===== src/design/tree_bin_lookup_defines.svh =====
// ----------------------------------------------------------------------------
// tree_bin_lookup_defines.svh
// Assertion macros used by the tree bin lookup walk engine.
// ----------------------------------------------------------------------------
`ifndef TREE_BIN_LOOKUP_DEFINES_SVH
`define TREE_BIN_LOOKUP_DEFINES_SVH

`ifndef ASSERT_OFF
`define TBL_ASSERT_IMPL(lbl, clk, rst_n, ante, cons, msg) \
    lbl: assert property (@(posedge clk) disable iff (!rst_n) (ante) |-> (cons)) \
        else $error(msg);
`define TBL_ASSERT_NEXT(lbl, clk, rst_n, ante, cons, msg) \
    lbl: assert property (@(posedge clk) disable iff (!rst_n) (ante) |=> (cons)) \
        else $error(msg);
`else
`define TBL_ASSERT_IMPL(lbl, clk, rst_n, ante, cons, msg)
`define TBL_ASSERT_NEXT(lbl, clk, rst_n, ante, cons, msg)
`endif

`endif


===== src/design/tbl_pkg.sv =====
// ----------------------------------------------------------------------------
// tbl_pkg
// Types and constants shared by the tree bin lookup front end, request
// queue and walk engine.
// ----------------------------------------------------------------------------
package tbl_pkg;

    // Stream widths.
    localparam int IN_DATA_W  = 104;
    localparam int IN_USER_W  = 2;
    localparam int OUT_DATA_W = 16;
    localparam int BIN_W      = 11;

    // Request type codes carried on the input tuser.
    localparam logic [1:0] REQ_NODE_WR  = 2'd0;
    localparam logic [1:0] REQ_COORD_WR = 2'd1;
    localparam logic [1:0] REQ_LOOKUP   = 2'd2;

    // Request queue between the front end and the walk engine.
    localparam int QUEUE_DEPTH = 4;
    localparam int QUEUE_AW    = 2;

    typedef enum logic [1:0] {
        CMD_NODE_WR,
        CMD_COORD_WR,
        CMD_LOOKUP
    } t_cmd_kind;

    // A checked request. The address and dimension are already 0-based.
    typedef struct packed {
        t_cmd_kind          kind;
        logic [10:0]        addr;
        logic [3:0]         dim;
        logic signed [31:0] value;
        logic signed [11:0] left;
        logic signed [11:0] right;
    } t_cmd;

    typedef struct packed {
        logic [3:0]         dim;
        logic signed [31:0] threshold;
        logic signed [11:0] left;
        logic signed [11:0] right;
    } t_node;

    typedef struct packed {
        logic [BIN_W-1:0] bin;
        logic             status;
    } t_result;

    typedef enum logic [1:0] {
        BK_IDLE,
        BK_COORD,
        BK_EVAL
    } t_back_state;

endpackage


===== src/design/tbl_front.sv =====
// ----------------------------------------------------------------------------
// tbl_front
// Unpacks incoming requests, checks node numbers and dimensions, drops
// requests that have no effect and hands the rest to the request queue.
// ----------------------------------------------------------------------------
module tbl_front #(
    parameter int MAX_NODES = 1024,
    parameter int MAX_DIMS  = 8
) (
    input  logic                          i_valid,
    input  logic [tbl_pkg::IN_DATA_W-1:0] i_data,
    input  logic [tbl_pkg::IN_USER_W-1:0] i_user,
    input  logic                          i_q_ready,
    output logic                          o_ready,
    output logic                          o_push,
    output tbl_pkg::t_cmd                 o_cmd
);

    logic [10:0]        node_index;
    logic [3:0]         dim;
    logic signed [31:0] threshold;
    logic signed [11:0] left_child;
    logic signed [11:0] right_child;
    logic signed [31:0] coord_value;
    logic               idx_ok;
    logic               dim_ok;
    logic               keep;

    assign node_index  = i_data[10:0];
    assign dim         = i_data[14:11];
    assign threshold   = i_data[46:15];
    assign left_child  = i_data[58:47];
    assign right_child = i_data[70:59];
    assign coord_value = i_data[102:71];

    assign idx_ok = (node_index != 11'd0) && (32'(node_index) <= 32'(MAX_NODES));
    assign dim_ok = (dim != 4'd0) && (32'(dim) <= 32'(MAX_DIMS));

    always_comb begin
        o_cmd.addr  = node_index - 11'd1;
        o_cmd.dim   = dim - 4'd1;
        o_cmd.left  = left_child;
        o_cmd.right = right_child;
        o_cmd.value = threshold;
        unique case (i_user)
            tbl_pkg::REQ_NODE_WR: begin
                o_cmd.kind = tbl_pkg::CMD_NODE_WR;
                keep       = idx_ok && dim_ok;
            end
            tbl_pkg::REQ_COORD_WR: begin
                o_cmd.kind  = tbl_pkg::CMD_COORD_WR;
                o_cmd.value = coord_value;
                keep        = dim_ok;
            end
            tbl_pkg::REQ_LOOKUP: begin
                o_cmd.kind = tbl_pkg::CMD_LOOKUP;
                keep       = 1'b1;
            end
            default: begin
                // The unused request code is accepted and dropped.
                o_cmd.kind = tbl_pkg::CMD_LOOKUP;
                keep       = 1'b0;
            end
        endcase
    end

    assign o_ready = i_q_ready;
    assign o_push  = i_valid && i_q_ready && keep;

endmodule


===== config.mk =====
export PLATFORM = sky130hd
export DESIGN_NAME = tbl_front
export DESIGN_NICKNAME = d
export VERILOG_FILES = /design/src/design/tree_bin_lookup_defines.svh /design/src/design/tbl_pkg.sv /design/src/design/tbl_front.sv
export SDC_FILE = /design/constraint.sdc
export NUM_CORES = 1
export LEC_CHECK = 0
export BUFFER_PORTS_ARGS = -buffer_cell sky130_fd_sc_hd__buf_2
export CAP_MARGIN = 15
export CORE_AREA = 3 3 70 72
export DETAILED_ROUTE_END_ITERATION = 16
export DIE_AREA = 0 0 73 75
export PLACE_DENSITY = 0.72
export SLEW_MARGIN = 20
export SYNTH_ARGS = -nofsm -noshare
export SYNTH_HDL_FRONTEND = slang
export SYNTH_SLANG_ARGS = --single-unit

===== constraint.sdc =====
create_clock -name vclk -period 2.7
set_input_delay 0.54 -clock vclk [all_inputs]
set_output_delay 0.54 -clock vclk [all_outputs]
set_load 0.02 [all_outputs]

==> flow_metrics.env <==
export IMPL_power_density_nw_per_um2=197
export IMPL_synth_compound_area_frac=0.0207
export IMPL_synth_cell_types=24
export IMPL_antenna_found_initial=0
export IMPL_overflow=0
export IMPL_synth_top_area_frac=0.398
export IMPL_vias=1118
export IMPL_max_stage_delay_ps=350
export IMPL_row_count=24
export IMPL_holdWs_ps=1080
export IMPL_diodes=0
export IMPL_ys_warnings_count=0
export IMPL_setup_worst_path_end="o_push"
export IMPL_grt_usage=0.102
export IMPL_synth_simple_area_share=0.144
export IMPL_synth_cells=107
export IMPL_place_gp_congestion=0.816
export IMPL_drtIter0Drc=8
export IMPL_synthMuxAreaShare=0.398
export IMPL_drc=0
export IMPL_p_clk_frac=0
export IMPL_initial_utilization=0.208
export IMPL_p_int_uw=130
export IMPL_fin_setup_tns_ps=0
export IMPL_synthAdderAreaFrac=0.0415
export IMPL_synth_area_per_cell_sq_um=8.45
export IMPL_ant_nets=0
export IMPL_switching_share=0.541
export IMPL_setup_slack_ps=488
export IMPL_nets=325
export IMPL_irDropWorstVdd_v=0.0000531
export IMPL_drtPass1Iterations=2
export IMPL_worstSetupStartpointType="input port"
export IMPL_critPathLaunch="i_data[5]"
export IMPL_hold_buffers=0
export IMPL_critPathMaxFanout=4
export IMPL_ctsResizeCount=0
export IMPL_avgRoutedWirePerCell_um=12.9
export IMPL_maxCapViolations=0
export IMPL_rsz0062_at_grt="false"
export IMPL_pre_cts_ws_ps=455
export IMPL_combPwrFrac=1.000
export IMPL_place_hpwl_mm=3.15
export IMPL_flops_and_latches=0
export IMPL_ys_seq_area_frac=0
export IMPL_finalHoldViolCount=0
export IMPL_drive_gt1_frac=0.807
export IMPL_worstPathCellList="buf_2 -> nor4_4 -> nand4_1 -> xnor2_1 -> o21ai_0 -> buf_2"
export IMPL_fp_dieH_um=75
export IMPL_synth_top_family_by_area="multiplexers"
export IMPL_period_minus_slack_ps=2210
export IMPL_crit_arrival_ps=1670
export IMPL_wirelength_mm=3.42
export IMPL_fmax_mhz=452
export IMPL_die_w_um=73
export IMPL_boundaryPins=183
export IMPL_core_sq_um=4350
export IMPL_num_fill_cells=462
export IMPL_synth_largest_area_cell="mux2_2"
export IMPL_finalCritPeriodShare=0.819
export IMPL_critPathKind="in -> out"
export IMPL_pwr_share_seq=0
export IMPL_status="finished clean"
export IMPL_grt_pass1_wl_mm=4.50
export IMPL_register_area_sq_um=0
export IMPL_grt_pass1_vias=965
export IMPL_synth_area_sq_um=905
export IMPL_hold_class="in -> out"
export IMPL_required_ps=2160
export IMPL_clock_buffers=0
export IMPL_p_leak_uw=0.000800
export IMPL_dieArea_sq_um=5480
export IMPL_grt_start_max_net_pins=34
export IMPL_area_growth_pct=58.4
export IMPL_vias_per_cell=4.23
export IMPL_synthXorXnorAreaFrac=0.116
export IMPL_endpoint_kind="output pin"
export IMPL_synth_nets=218
export IMPL_worst_slew_pin_slew_ps=311
export IMPL_final_max_slew_viol_count=0
export IMPL_port_buffers=134
export IMPL_switching_power_uw=153
export IMPL_post_cts_buffers=0
export IMPL_crit_path_frequent_cell="buf_2"
export IMPL_max_slew_margin=0.791
export IMPL_synthTopCellsByArea="mux2_2 40%, buf_4 21%, xor2_1 6.8%"
export IMPL_setup_viol=0
export IMPL_slowest_stage="nor4_4"
-- critical path, delay by kind of cell --
| kind | cells | cell delay (ps) |
|---|---|---|
| xor+xnor | 1 | 160 |
| buf+inv | 2 | 320 |
| simple gates | 2 | 510 |
| compound gates | 1 | 140 |
-- worst min-delay path by stage --
stage,cells after the start,endpoint,from,slack [ps]
after floorplan,1,o_cmd[56],i_data[11],1170
after global placement,0,o_cmd[0],i_data[59],1080
after detailed placement,0,o_cmd[0],i_data[59],1080
after CTS,0,o_cmd[0],i_data[59],1080
after global routing,0,o_cmd[5],i_data[64],1080
final,0,o_cmd[0],i_data[59],1080
-- routing by layer --
layer	wire length, um	vias to the layer above	track usage
met2	1650	101	0.192
li1	-	547	-
met1	1190	470	0.113
met4	0	0	0
met5	0	-	0
met3	575	0	0.0454
-- area by class of cell --
class                           instances  area (sq um)  area share
Tap cell                               52          65.1      0.0454
Inverter                                6          22.5      0.0157
Timing Repair Buffer                  135           691       0.482
Multi-Input combinational cell         71           654       0.457
-- kinds of logic after synthesis --
kind of cell	Yosys count
AND/OR/NAND/NOR	21
adder cells (fa/ha/maj)	3
AO/OA/AOI/OAI	3
multiplexers	32
buffers and inverters	36
XOR/XNOR	12
-- layout by cell type, fill, tap and decap left out, drive strengths merged --
| cell | n |
|---|---|
| nand3 | 2 |
| xor2 | 7 |
| a31oi | 1 |
| and2 | 1 |
| nor3b | 2 |
| buf | 135 |
| ha | 3 |
| inv | 6 |
| nor2 | 5 |
| o31ai | 1 |
| nor2b | 2 |
| nand4 | 1 |
| o21ai | 1 |
| nand2 | 5 |
| xnor2 | 5 |
| mux2 | 32 |
| nor4 | 2 |
| nor3 | 1 |
-- power by group through the flow --
stage                     logic (uW)  registers, uW  clock network [uW]
after floorplan                  211              0                   0
after global placement           283              0                   0
after detailed placement         286              0                   0
after CTS                        287              0                   0
after global routing             306              0                   0
final                            282              0                   0
-- synthesized netlist by cell type, types with 2 or more instances --
master / number
nor2b_1: 2
inv_1: 6
nor2_1: 5
buf_4: 25
nand2_1: 5
buf_6: 3
xor2_1: 7
ha_1: 3
mux2_2: 32
xnor2_1: 5
-- stage by stage --
stage               total power, uW  std cells   util  cell area, sq um
floorplan                       211        107      -               905
global placement                283        264  0.329              1430
detailed placement              286        264  0.329              1430
CTS                             287        264  0.329              1430
global route                    306        264  0.329              1430
finish                          282        264  0.329              1430
No activity file was read; power rests on OpenSTA's default activity.
