[config.mk]
export PLATFORM = sky130hd
export DESIGN_NAME = tbl_queue
export DESIGN_NICKNAME = d
export VERILOG_FILES = /design/src/design/tree_bin_lookup_defines.svh /design/src/design/tbl_pkg.sv /design/src/design/tbl_queue.sv
export SDC_FILE = /design/constraint.sdc
export NUM_CORES = 1
export LEC_CHECK = 0
export BUFFER_PORTS_ARGS = -buffer_cell sky130_fd_sc_hd__buf_4
export CAP_MARGIN = 15
export CELL_PAD_IN_SITES_DETAIL_PLACEMENT = 0
export CELL_PAD_IN_SITES_GLOBAL_PLACEMENT = 1
export CORE_MARGIN = 1.5
export CORE_UTILIZATION = 45
export DETAILED_ROUTE_END_ITERATION = 16
export GPL_ROUTABILITY_DRIVEN = 0
export PLACE_DENSITY_LB_ADDON = 0.2
export REMOVE_ABC_BUFFERS = 1
export SLEW_MARGIN = 10
export SYNTH_ARGS = -nofsm -noshare
export SYNTH_HDL_FRONTEND = slang
export SYNTH_SLANG_ARGS = --single-unit
[constraint.sdc]
create_clock -name i_clk -period 2.85 [get_ports i_clk]
set_input_delay 0.285 -clock i_clk [delete_from_list [all_inputs] [get_ports i_clk]]
set_output_delay 0.285 -clock i_clk [all_outputs]
set_load 0.005 [all_outputs]
[src/design/tree_bin_lookup_defines.svh]
// ----------------------------------------------------------------------------
// tree_bin_lookup_defines.svh
// Assertion macros used by the tree bin lookup walk engine.
// ----------------------------------------------------------------------------
`ifndef TREE_BIN_LOOKUP_DEFINES_SVH
`define TREE_BIN_LOOKUP_DEFINES_SVH

`ifndef ASSERT_OFF
`define TBL_ASSERT_IMPL(lbl, clk, rst_n, ante, cons, msg) \
    lbl: assert property (@(posedge clk) disable iff (!rst_n) (ante) |-> (cons)) \
        else $error(msg);
`define TBL_ASSERT_NEXT(lbl, clk, rst_n, ante, cons, msg) \
    lbl: assert property (@(posedge clk) disable iff (!rst_n) (ante) |=> (cons)) \
        else $error(msg);
`else
`define TBL_ASSERT_IMPL(lbl, clk, rst_n, ante, cons, msg)
`define TBL_ASSERT_NEXT(lbl, clk, rst_n, ante, cons, msg)
`endif

`endif

[src/design/tbl_pkg.sv]
// ----------------------------------------------------------------------------
// tbl_pkg
// Types and constants shared by the tree bin lookup front end, request
// queue and walk engine.
// ----------------------------------------------------------------------------
package tbl_pkg;

    // Stream widths.
    localparam int IN_DATA_W  = 104;
    localparam int IN_USER_W  = 2;
    localparam int OUT_DATA_W = 16;
    localparam int BIN_W      = 11;

    // Request type codes carried on the input tuser.
    localparam logic [1:0] REQ_NODE_WR  = 2'd0;
    localparam logic [1:0] REQ_COORD_WR = 2'd1;
    localparam logic [1:0] REQ_LOOKUP   = 2'd2;

    // Request queue between the front end and the walk engine.
    localparam int QUEUE_DEPTH = 4;
    localparam int QUEUE_AW    = 2;

    typedef enum logic [1:0] {
        CMD_NODE_WR,
        CMD_COORD_WR,
        CMD_LOOKUP
    } t_cmd_kind;

    // A checked request. The address and dimension are already 0-based.
    typedef struct packed {
        t_cmd_kind          kind;
        logic [10:0]        addr;
        logic [3:0]         dim;
        logic signed [31:0] value;
        logic signed [11:0] left;
        logic signed [11:0] right;
    } t_cmd;

    typedef struct packed {
        logic [3:0]         dim;
        logic signed [31:0] threshold;
        logic signed [11:0] left;
        logic signed [11:0] right;
    } t_node;

    typedef struct packed {
        logic [BIN_W-1:0] bin;
        logic             status;
    } t_result;

    typedef enum logic [1:0] {
        BK_IDLE,
        BK_COORD,
        BK_EVAL
    } t_back_state;

endpackage

[src/design/tbl_queue.sv]
// ----------------------------------------------------------------------------
// tbl_queue
// Short request queue that decouples the front end from the walk engine.
// ----------------------------------------------------------------------------
module tbl_queue (
    input  logic          i_clk,
    input  logic          i_rst_n,
    input  logic          i_push,
    input  tbl_pkg::t_cmd i_cmd,
    input  logic          i_pop,
    output logic          o_ready,
    output logic          o_valid,
    output tbl_pkg::t_cmd o_head
);

    tbl_pkg::t_cmd                r_entries [tbl_pkg::QUEUE_DEPTH];
    logic [tbl_pkg::QUEUE_AW-1:0] r_wr_ptr;
    logic [tbl_pkg::QUEUE_AW-1:0] r_rd_ptr;
    logic [tbl_pkg::QUEUE_AW:0]   r_count;
    logic [tbl_pkg::QUEUE_AW:0]   n_count;

    assign o_ready = r_count != (tbl_pkg::QUEUE_AW + 1)'(tbl_pkg::QUEUE_DEPTH);
    assign o_valid = r_count != '0;
    assign o_head  = r_entries[r_rd_ptr];

    always_comb begin
        n_count = r_count;
        if (i_push && !i_pop) begin
            n_count = r_count + 1'b1;
        end else if (!i_push && i_pop) begin
            n_count = r_count - 1'b1;
        end
    end

    always_ff @(posedge i_clk) begin
        if (!i_rst_n) begin
            r_wr_ptr <= '0;
            r_rd_ptr <= '0;
            r_count  <= '0;
        end else begin
            if (i_push) begin
                r_wr_ptr <= r_wr_ptr + 1'b1;
            end
            if (i_pop) begin
                r_rd_ptr <= r_rd_ptr + 1'b1;
            end
            r_count <= n_count;
        end
    end

    always_ff @(posedge i_clk) begin
        if (i_push) begin
            r_entries[r_wr_ptr] <= i_cmd;
        end
    end

endmodule

==> results of run 1 <==
==> sequential cells by signal (all words and copies together), names as in the netlist, named ones only <==
signal     cells
r_entries    292
r_count        3
r_rd_ptr       2
r_wr_ptr       2
==> cells by family after synthesis <==
| family | count (synthesis) | synth area share, % |
|---|---|---|
| AOI/OAI and AO/OA | 2 | 0.113 |
| xor gates and xnor gates | 5 | 0.396 |
| adders and majority gates | 6 | 0.747 |
| buffers and inverters | 20 | 1.87 |
| DFF | 301 | 81.0 |
| muxes | 75 | 15.1 |
| and+or+nand+nor | 16 | 0.837 |
==> per-stage QoR <==
stage	hold slack (ns)	utilization (%)	TNS, ns	cell area, um2
after floorplan	0.384	-	-85.48	10900
after global placement	0.484	51.9	0	12600
after detailed placement	0.489	51.9	0	12600
after CTS	0.0825	58.8	0	14200
after global routing	0.112	58.8	0	14200
final	0.107	58.8	0	14200
==> synthesized netlist by cell type (all sizes together) <==
| cell | count | area (um2) |
|---|---|---|
| a21boi | 1 | 7.51 |
| and2 | 9 | 56.3 |
| buf | 15 | 186 |
| clkbuf | 1 | 5.00 |
| dfxtp | 9 | 180 |
| edfxtp | 292 | 8770 |
| fa | 1 | 20.0 |
| ha | 5 | 62.6 |
| inv | 4 | 15.0 |
| mux2i | 2 | 20.0 |
| mux4 | 73 | 1650 |
| nand2 | 2 | 7.51 |
| nor2 | 1 | 3.75 |
| nor2b | 2 | 12.5 |
| o21ai | 1 | 5.00 |
| or3 | 2 | 12.5 |
| xnor2 | 2 | 17.5 |
| xor2 | 3 | 26.3 |
==> path summary, 6_finish.rpt <==
| path | endpoint |
|---|---|
| worst max-delay path | o_head[6] |
| worst max register to register | r_entries[0][55] |
| worst min register to register | r_count[2] |
| worst min-delay path | r_rd_ptr[0] |
==> what timing repair did <==
action | in CTS | in global routing
endpoints found under the hold margin | 294 | 0
setup endpoints to repair | 0 | 0
hold buffers | 74 | 0
gates resized for setup | 0 | 0
==> worst max-delay path: stages, from the launching register on <==
cell and delay, ns:
sky130_fd_sc_hd__dfxtp_4 0.63, sky130_fd_sc_hd__buf_4 0.39, sky130_fd_sc_hd__mux4_2 0.38, sky130_fd_sc_hd__buf_4 0.16
==> area by class of cell <==
| type | instances | area share (%) |
|---|---|---|
| inverters | 4 | 0.106 |
| multi-input cells | 104 | 13.4 |
| clock buffers | 40 | 5.69 |
| well taps | 324 | 2.85 |
| clock inverters | 13 | 0.800 |
| repair buffers | 237 | 14.2 |
| flip-flops and latches | 301 | 63.0 |
==> power by group <==
part	total [W]	leakage (nW)	switching [W]	internal, W
clock	0.00367	0.452	0.00151	0.00216
sequential	0.00515	2.76	0.0000672	0.00508
combinational	0.00107	1.65	0.000456	0.000613
total	0.00989	4.86	0.00204	0.00786
==> metal layers <==
metal | up-vias | GRT usage [%] | routed length (um)
met5 | - | 0 | 0
met4 | 0 | 4.25 | 327
met3 | 28 | 2.83 | 912
met2 | 125 | 27.3 | 10000
met1 | 2702 | 22.4 | 8970
li1 | 2320 | - | -
==> summary.txt, run 1 <==
Layout
  • Multi-input logic area: 1910 um2
  • Most used cells in the layout excluding fill and tap cells: sky130_fd_sc_hd__edfxtp_1 (292), sky130_fd_sc_hd__buf_4 (159), sky130_fd_sc_hd__dlygate4sd3_1 (74)
  • Area occupied by registers: 8960 um2
  • Most common cell after layout, fill and taps aside: sky130_fd_sc_hd__edfxtp_1
  • Area delta synth->final: 28.7%
  • Proportion of layout cells with a drive suffix above 1: 39.9%
  • Antenna Cells: 0
  • Nets: 761
  • Layout Cells excl Fill: 1023
  • Number of fillers in the final layout: 1762

Floorplan
  • Area of the core: 24200 um2
  • Placement Rows: 57
  • Boundary pin count: 152
  • Y dimension of the die: 160 um
  • Starting utilization of the core area: 45.7%
  • Die area: 25500 um2
  • Die extent in x: 160 um

STA
  • Max-slew violation count: 0
  • Time the final worst path needs with I/O delays and setup: 2.38 ns
  • PnR worst setup slack: 0.466 ns
  • RSZ-0062 raised after global routing: no
  • Max_slew headroom: 58.4%
  • Share of the clock period used by the worst path after layout: 83.7%
  • Worst clock skew: 0.0160 ns
  • Maximum operating frequency: 419 MHz
  • Setup-violating endpoint count in the final report: 0
  • Least-Margin Pin Slew: 0.625 ns
  • Total count of hold-check failures in the final report: 0

Clock network
  • Clock transition at the register clock pins on the worst setup and hold paths after CTS: 0.06 ns
  • Sinks on Clock Net: 301
  • Max clock buf depth: 3
  • H-tree depth: 1
  • Later-pin clock latency in the skew report: 0.54 ns
  • TritonCTS clock tree: built
  • TritonCTS buffer count: 30
  • Number of setup buffers added after CTS: 0
  • Buffer type at the clock tree root: sky130_fd_sc_hd__clkbuf_16

Placed design
  • Detailed Place HPWL: 11800 um
  • Count of port buffers added during placement: 151
  • Post-Place Setup Slack: 0.964 ns
  • Placed Cells: 896

Yosys
  • Cell area after synthesis: 11100 um2
  • Gate Count Post-Synth: 425
  • Mean instance size in the synthesized netlist: 26.0 um2
  • Unique cell type count in the Yosys netlist: 21
  • Register bit total from synthesis: 301
  • Sequential share of the synthesized area: 81.0%
  • Synth warnings: 0

Detailed routing
  • Length of the first detailed-routing pass in iterations: 4
  • Drt first-iter violations: 268
  • Vias: 5175
  • Post-detailed-routing wire length: 20200 um
  • Wirelength per Cell: 19.8 um
  • Final antenna-violating net count: 0
  • Via/cell ratio: 5.06
  • Detailed-route DRC error count: 0

GRT
  • First-pass GRT wire length: 32000 um
  • Largest net degree at the start of global routing: 47
  • Number of global-route vias before repair: 5773
  • Aggregate global-route resource usage: 16.3%
  • GRT Residual Overflow: 0
  • Antenna violations before repair: 0

Hold path
  • Worst Hold Class: in2reg
  • Source of the worst hold timing path: i_pop
  • Worst hold path depth: 3

Power and ir drop
  • LEAKAGE: 4.86 nW
  • Peak VDD IR: 0.397 mV
  • Pwr Density: 696 nW/um2
  • Total power of the final layout: 0.00989 W

Setup path
  • Arrival time of data at the critical path endpoint: 2.10 ns
  • Register-to-Register Path Depth: 4
  • Setup slack, reg-to-reg: 1.03 ns
  • Worst EP required: 2.57 ns
  • Critical Path Source Type: register
  • CP max FO: 29
  • Start of the worst register-to-register path: r_wr_ptr[0]
  • Critical Setup Path Class: reg2out
  • CP endpoint kind: output port

Flow run
  • Max-cap violations: 0

Run status
  • Status: finished clean
No activity file was read; power rests on OpenSTA's default activity.
==> run 2: changes to the inputs <==
--- a/config.mk
+++ b/config.mk
@@ -5,12 +5,13 @@
 export SDC_FILE = /design/constraint.sdc
 export NUM_CORES = 1
 export LEC_CHECK = 0
+export ABC_AREA = 1
 export BUFFER_PORTS_ARGS = -buffer_cell sky130_fd_sc_hd__buf_4
 export CAP_MARGIN = 15
 export CELL_PAD_IN_SITES_DETAIL_PLACEMENT = 0
 export CELL_PAD_IN_SITES_GLOBAL_PLACEMENT = 1
 export CORE_MARGIN = 1.5
-export CORE_UTILIZATION = 45
+export CORE_UTILIZATION = 47
 export DETAILED_ROUTE_END_ITERATION = 16
 export GPL_ROUTABILITY_DRIVEN = 0
 export PLACE_DENSITY_LB_ADDON = 0.2
==> constraint.sdc (replaced) <==
create_clock -name i_clk -period 2.45 [get_ports i_clk]
set_input_delay 0.245 -clock i_clk [delete_from_list [all_inputs] [get_ports i_clk]]
set_output_delay 0.245 -clock i_clk [all_outputs]
set_load 0.005 [all_outputs]
==> run 2 against run 1 <==
Effect of this change:
- synthesized area increased by 2.0%
- sequential power increased by 15%
- die area fell by 2.3%
- worst hold slack got worse by 0.061 ns
- global-route usage grew 3.7 points
- sequential share of layout area fell by 1.8 points
- worst setup slack lost 0.31 ns
- clock skew fell by 0.0094 ns
- non-clock buffer count grew 9
- routed wire length increased by 27%
- via count up 38%
==> summary.txt, run 2 <==
Setup path
  • Critical Setup Path Class: reg2out
  • CP max FO: 43
  • Arrival time of data at the critical path endpoint: 2.05 ns
  • Start of the worst register-to-register path: r_wr_ptr[0]
  • CP endpoint kind: output port
  • Critical Path Source Type: register
  • Register-to-Register Path Depth: 5
  • Worst EP required: 2.20 ns

Yosys
  • Async set or reset register ratio after synthesis: 0%
  • Leading post-synthesis cells by cell area: sky130_fd_sc_hd__edfxtp_1 (78%), sky130_fd_sc_hd__nor2_1 (5.0%), sky130_fd_sc_hd__o22ai_1 (4.0%)
  • Synth warnings: 0
  • Library cell with the largest summed area after synthesis: sky130_fd_sc_hd__edfxtp_1
  • Prevailing post-synth register cell: sky130_fd_sc_hd__edfxtp_1
  • Cell area after synthesis: 11300 um2
  • Register bit total from synthesis: 301
  • Sequential share of the synthesized area: 79.3%
  • Gate Count Post-Synth: 764
  • Number of enable flip-flop cells after synthesis: 292
  • Unique cell type count in the Yosys netlist: 20
  • Dominant cell by count in the synthesized netlist: sky130_fd_sc_hd__edfxtp_1
  • Mean instance size in the synthesized netlist: 14.8 um2
  • Top cell types by occurrence after synthesis: sky130_fd_sc_hd__edfxtp_1 (292), sky130_fd_sc_hd__nor2_1 (149), sky130_fd_sc_hd__o21ai_0 (85)
  • Area fraction of the dominant cell type after synthesis: 77.7%

Power and ir drop
  • Peak VDD IR: 0.642 mV
  • LEAKAGE: 5.22 nW
  • Pwr Density: 825 nW/um2

Detailed routing
  • Via/cell ratio: 5.35
  • Length of the first detailed-routing pass in iterations: 5
  • Detailed-route DRC error count: 0
  • Final antenna-violating net count: 0
  • Vias: 7158
  • Drt first-iter violations: 409
  • Post-detailed-routing wire length: 25700 um
  • Wirelength per Cell: 19.2 um

STA
  • Total count of hold-check failures in the final report: 0
  • Maximum operating frequency: 435 MHz
  • RSZ-0062 raised after global routing: no
  • Hold WS: 0.0464 ns
  • Setup-violating endpoint count in the final report: 0
  • Least-Margin Pin Slew: 0.512 ns
  • Share of the clock period used by the worst path after layout: 93.7%
  • Time the final worst path needs with I/O delays and setup: 2.30 ns
  • Max-slew violation count: 0
  • Max_slew headroom: 65.9%
  • Worst clock skew: 0.00661 ns

GRT
  • First-pass GRT wire length: 38100 um
  • GRT Residual Overflow: 0
  • Antenna violations before repair: 0
  • Aggregate global-route resource usage: 20.0%
  • Number of global-route vias before repair: 7079
  • Largest net degree at the start of global routing: 147

Floorplan
  • Placement Rows: 56
  • Die extent in x: 158 um
  • Die area: 24900 um2
  • Starting utilization of the core area: 47.9%
  • Y dimension of the die: 158 um
  • Boundary pin count: 152
  • Area of the core: 23500 um2

Clock network
  • Clock transition at the register clock pins on the worst setup and hold paths after CTS: 0.06 ns
  • Later-pin clock latency in the skew report: 0.54 ns
  • Buffer type at the clock tree root: sky130_fd_sc_hd__clkbuf_16
  • Max clock buf depth: 3
  • Number of setup buffers added after CTS: 0
  • H-tree depth: 1
  • TritonCTS clock tree: built
  • Sinks on Clock Net: 301
  • TritonCTS buffer count: 31

Layout
  • Most flop-heavy register: r_entries
  • Nets: 1079
  • Final core utilization: 62.2%
  • Max FFs per register: 292
  • Registers with the most flip-flops: r_entries x292, r_count x3
  • Area delta synth->final: 29.8%
  • Most used cells in the layout excluding fill and tap cells: sky130_fd_sc_hd__edfxtp_1 (292), sky130_fd_sc_hd__buf_4 (159), sky130_fd_sc_hd__nor2_1 (149)
  • Layout Cells excl Fill: 1339
  • Proportion of layout cells with a drive suffix above 1: 22.4%
  • Most common cell after layout, fill and taps aside: sky130_fd_sc_hd__edfxtp_1

Hold path
  • Worst hold path depth: 3
  • Source of the worst hold timing path: i_pop
  • Worst Hold Class: in2reg

Flow run
  • Max-cap violations: 0

Placed design
  • Detailed Place HPWL: 14000 um
  • Placed Cells: 1207
  • Count of port buffers added during placement: 151

Run status
  • Status: finished clean
run 2: area by class of cell:
cell class,count,area [um2]
flip-flops and latches,301,8950
fillers,1799,8900
repair buffers,246,2200
multi-input cells,398,1940
clock buffers,33,783
well taps,319,399
clock inverters,23,287
inverters,18,77.6
diodes,1,2.50
run 2: logic make-up after synthesis:
group / synth area share [%]
AOI/OAI and AO/OA: 11.0
adders and majority gates: 0.732
and+or+nand+nor: 5.45
buffers and inverters: 3.47
DFF: 79.3
run 2: worst paths after layout:
kind	endpoint	slack (ns)
max	o_head[42]	0.15
min	register	0.05
max reg2reg	r_entries[0][56]	0.66
min reg2reg	register	0.44
run 2: routing by layer:
| layer | share of wire [%] | track usage, % | wire, um | vias to the layer above |
|---|---|---|---|---|
| li1 | - | - | - | 3346 |
| met3 | 5.8 | 3.81 | 1500 | 45 |
| met5 | 0 | 0 | 0 | - |
| met4 | 2.3 | 5.93 | 590 | 0 |
| met1 | 43 | 26.3 | 11000 | 3543 |
| met2 | 49 | 33.9 | 12600 | 224 |
run 2: report_power, final:
group / switching [W] / internal, W / total, W
clock: 0.00186 / 0.00303 / 0.00489
combinational: 0.000673 / 0.000568 / 0.00124
sequential: 0.0000603 / 0.00588 / 0.00594
total: 0.00260 / 0.00948 / 0.0121
run 2: stage by stage:
step                      TNS (ns)  setup WS [ns]  total power, W  cell area (um2)
after detailed placement         0          0.641         0.00718            12800
final                            0          0.153          0.0121            14600
after CTS                        0         0.0612          0.0121            14600
after global placement           0          0.669         0.00713            12800
after global routing             0         0.0108          0.0125            14600
after floorplan            -124.70          -1.75         0.00651            11000
run 2: worst max-delay path, cell delays in order (launching register included):
cell and delay, ns:
sky130_fd_sc_hd__dfxtp_2 0.43, sky130_fd_sc_hd__inv_2 0.31, sky130_fd_sc_hd__buf_12 0.28, sky130_fd_sc_hd__o21ai_1 0.11, sky130_fd_sc_hd__o22ai_1 0.21, sky130_fd_sc_hd__buf_4 0.16
run 2: what timing repair did:
action / in CTS / in global routing
gates resized for setup: 0 / 3
setup endpoints to repair: 0 / 7
hold endpoints to repair: 297 / 0
hold buffers: 74 / 0
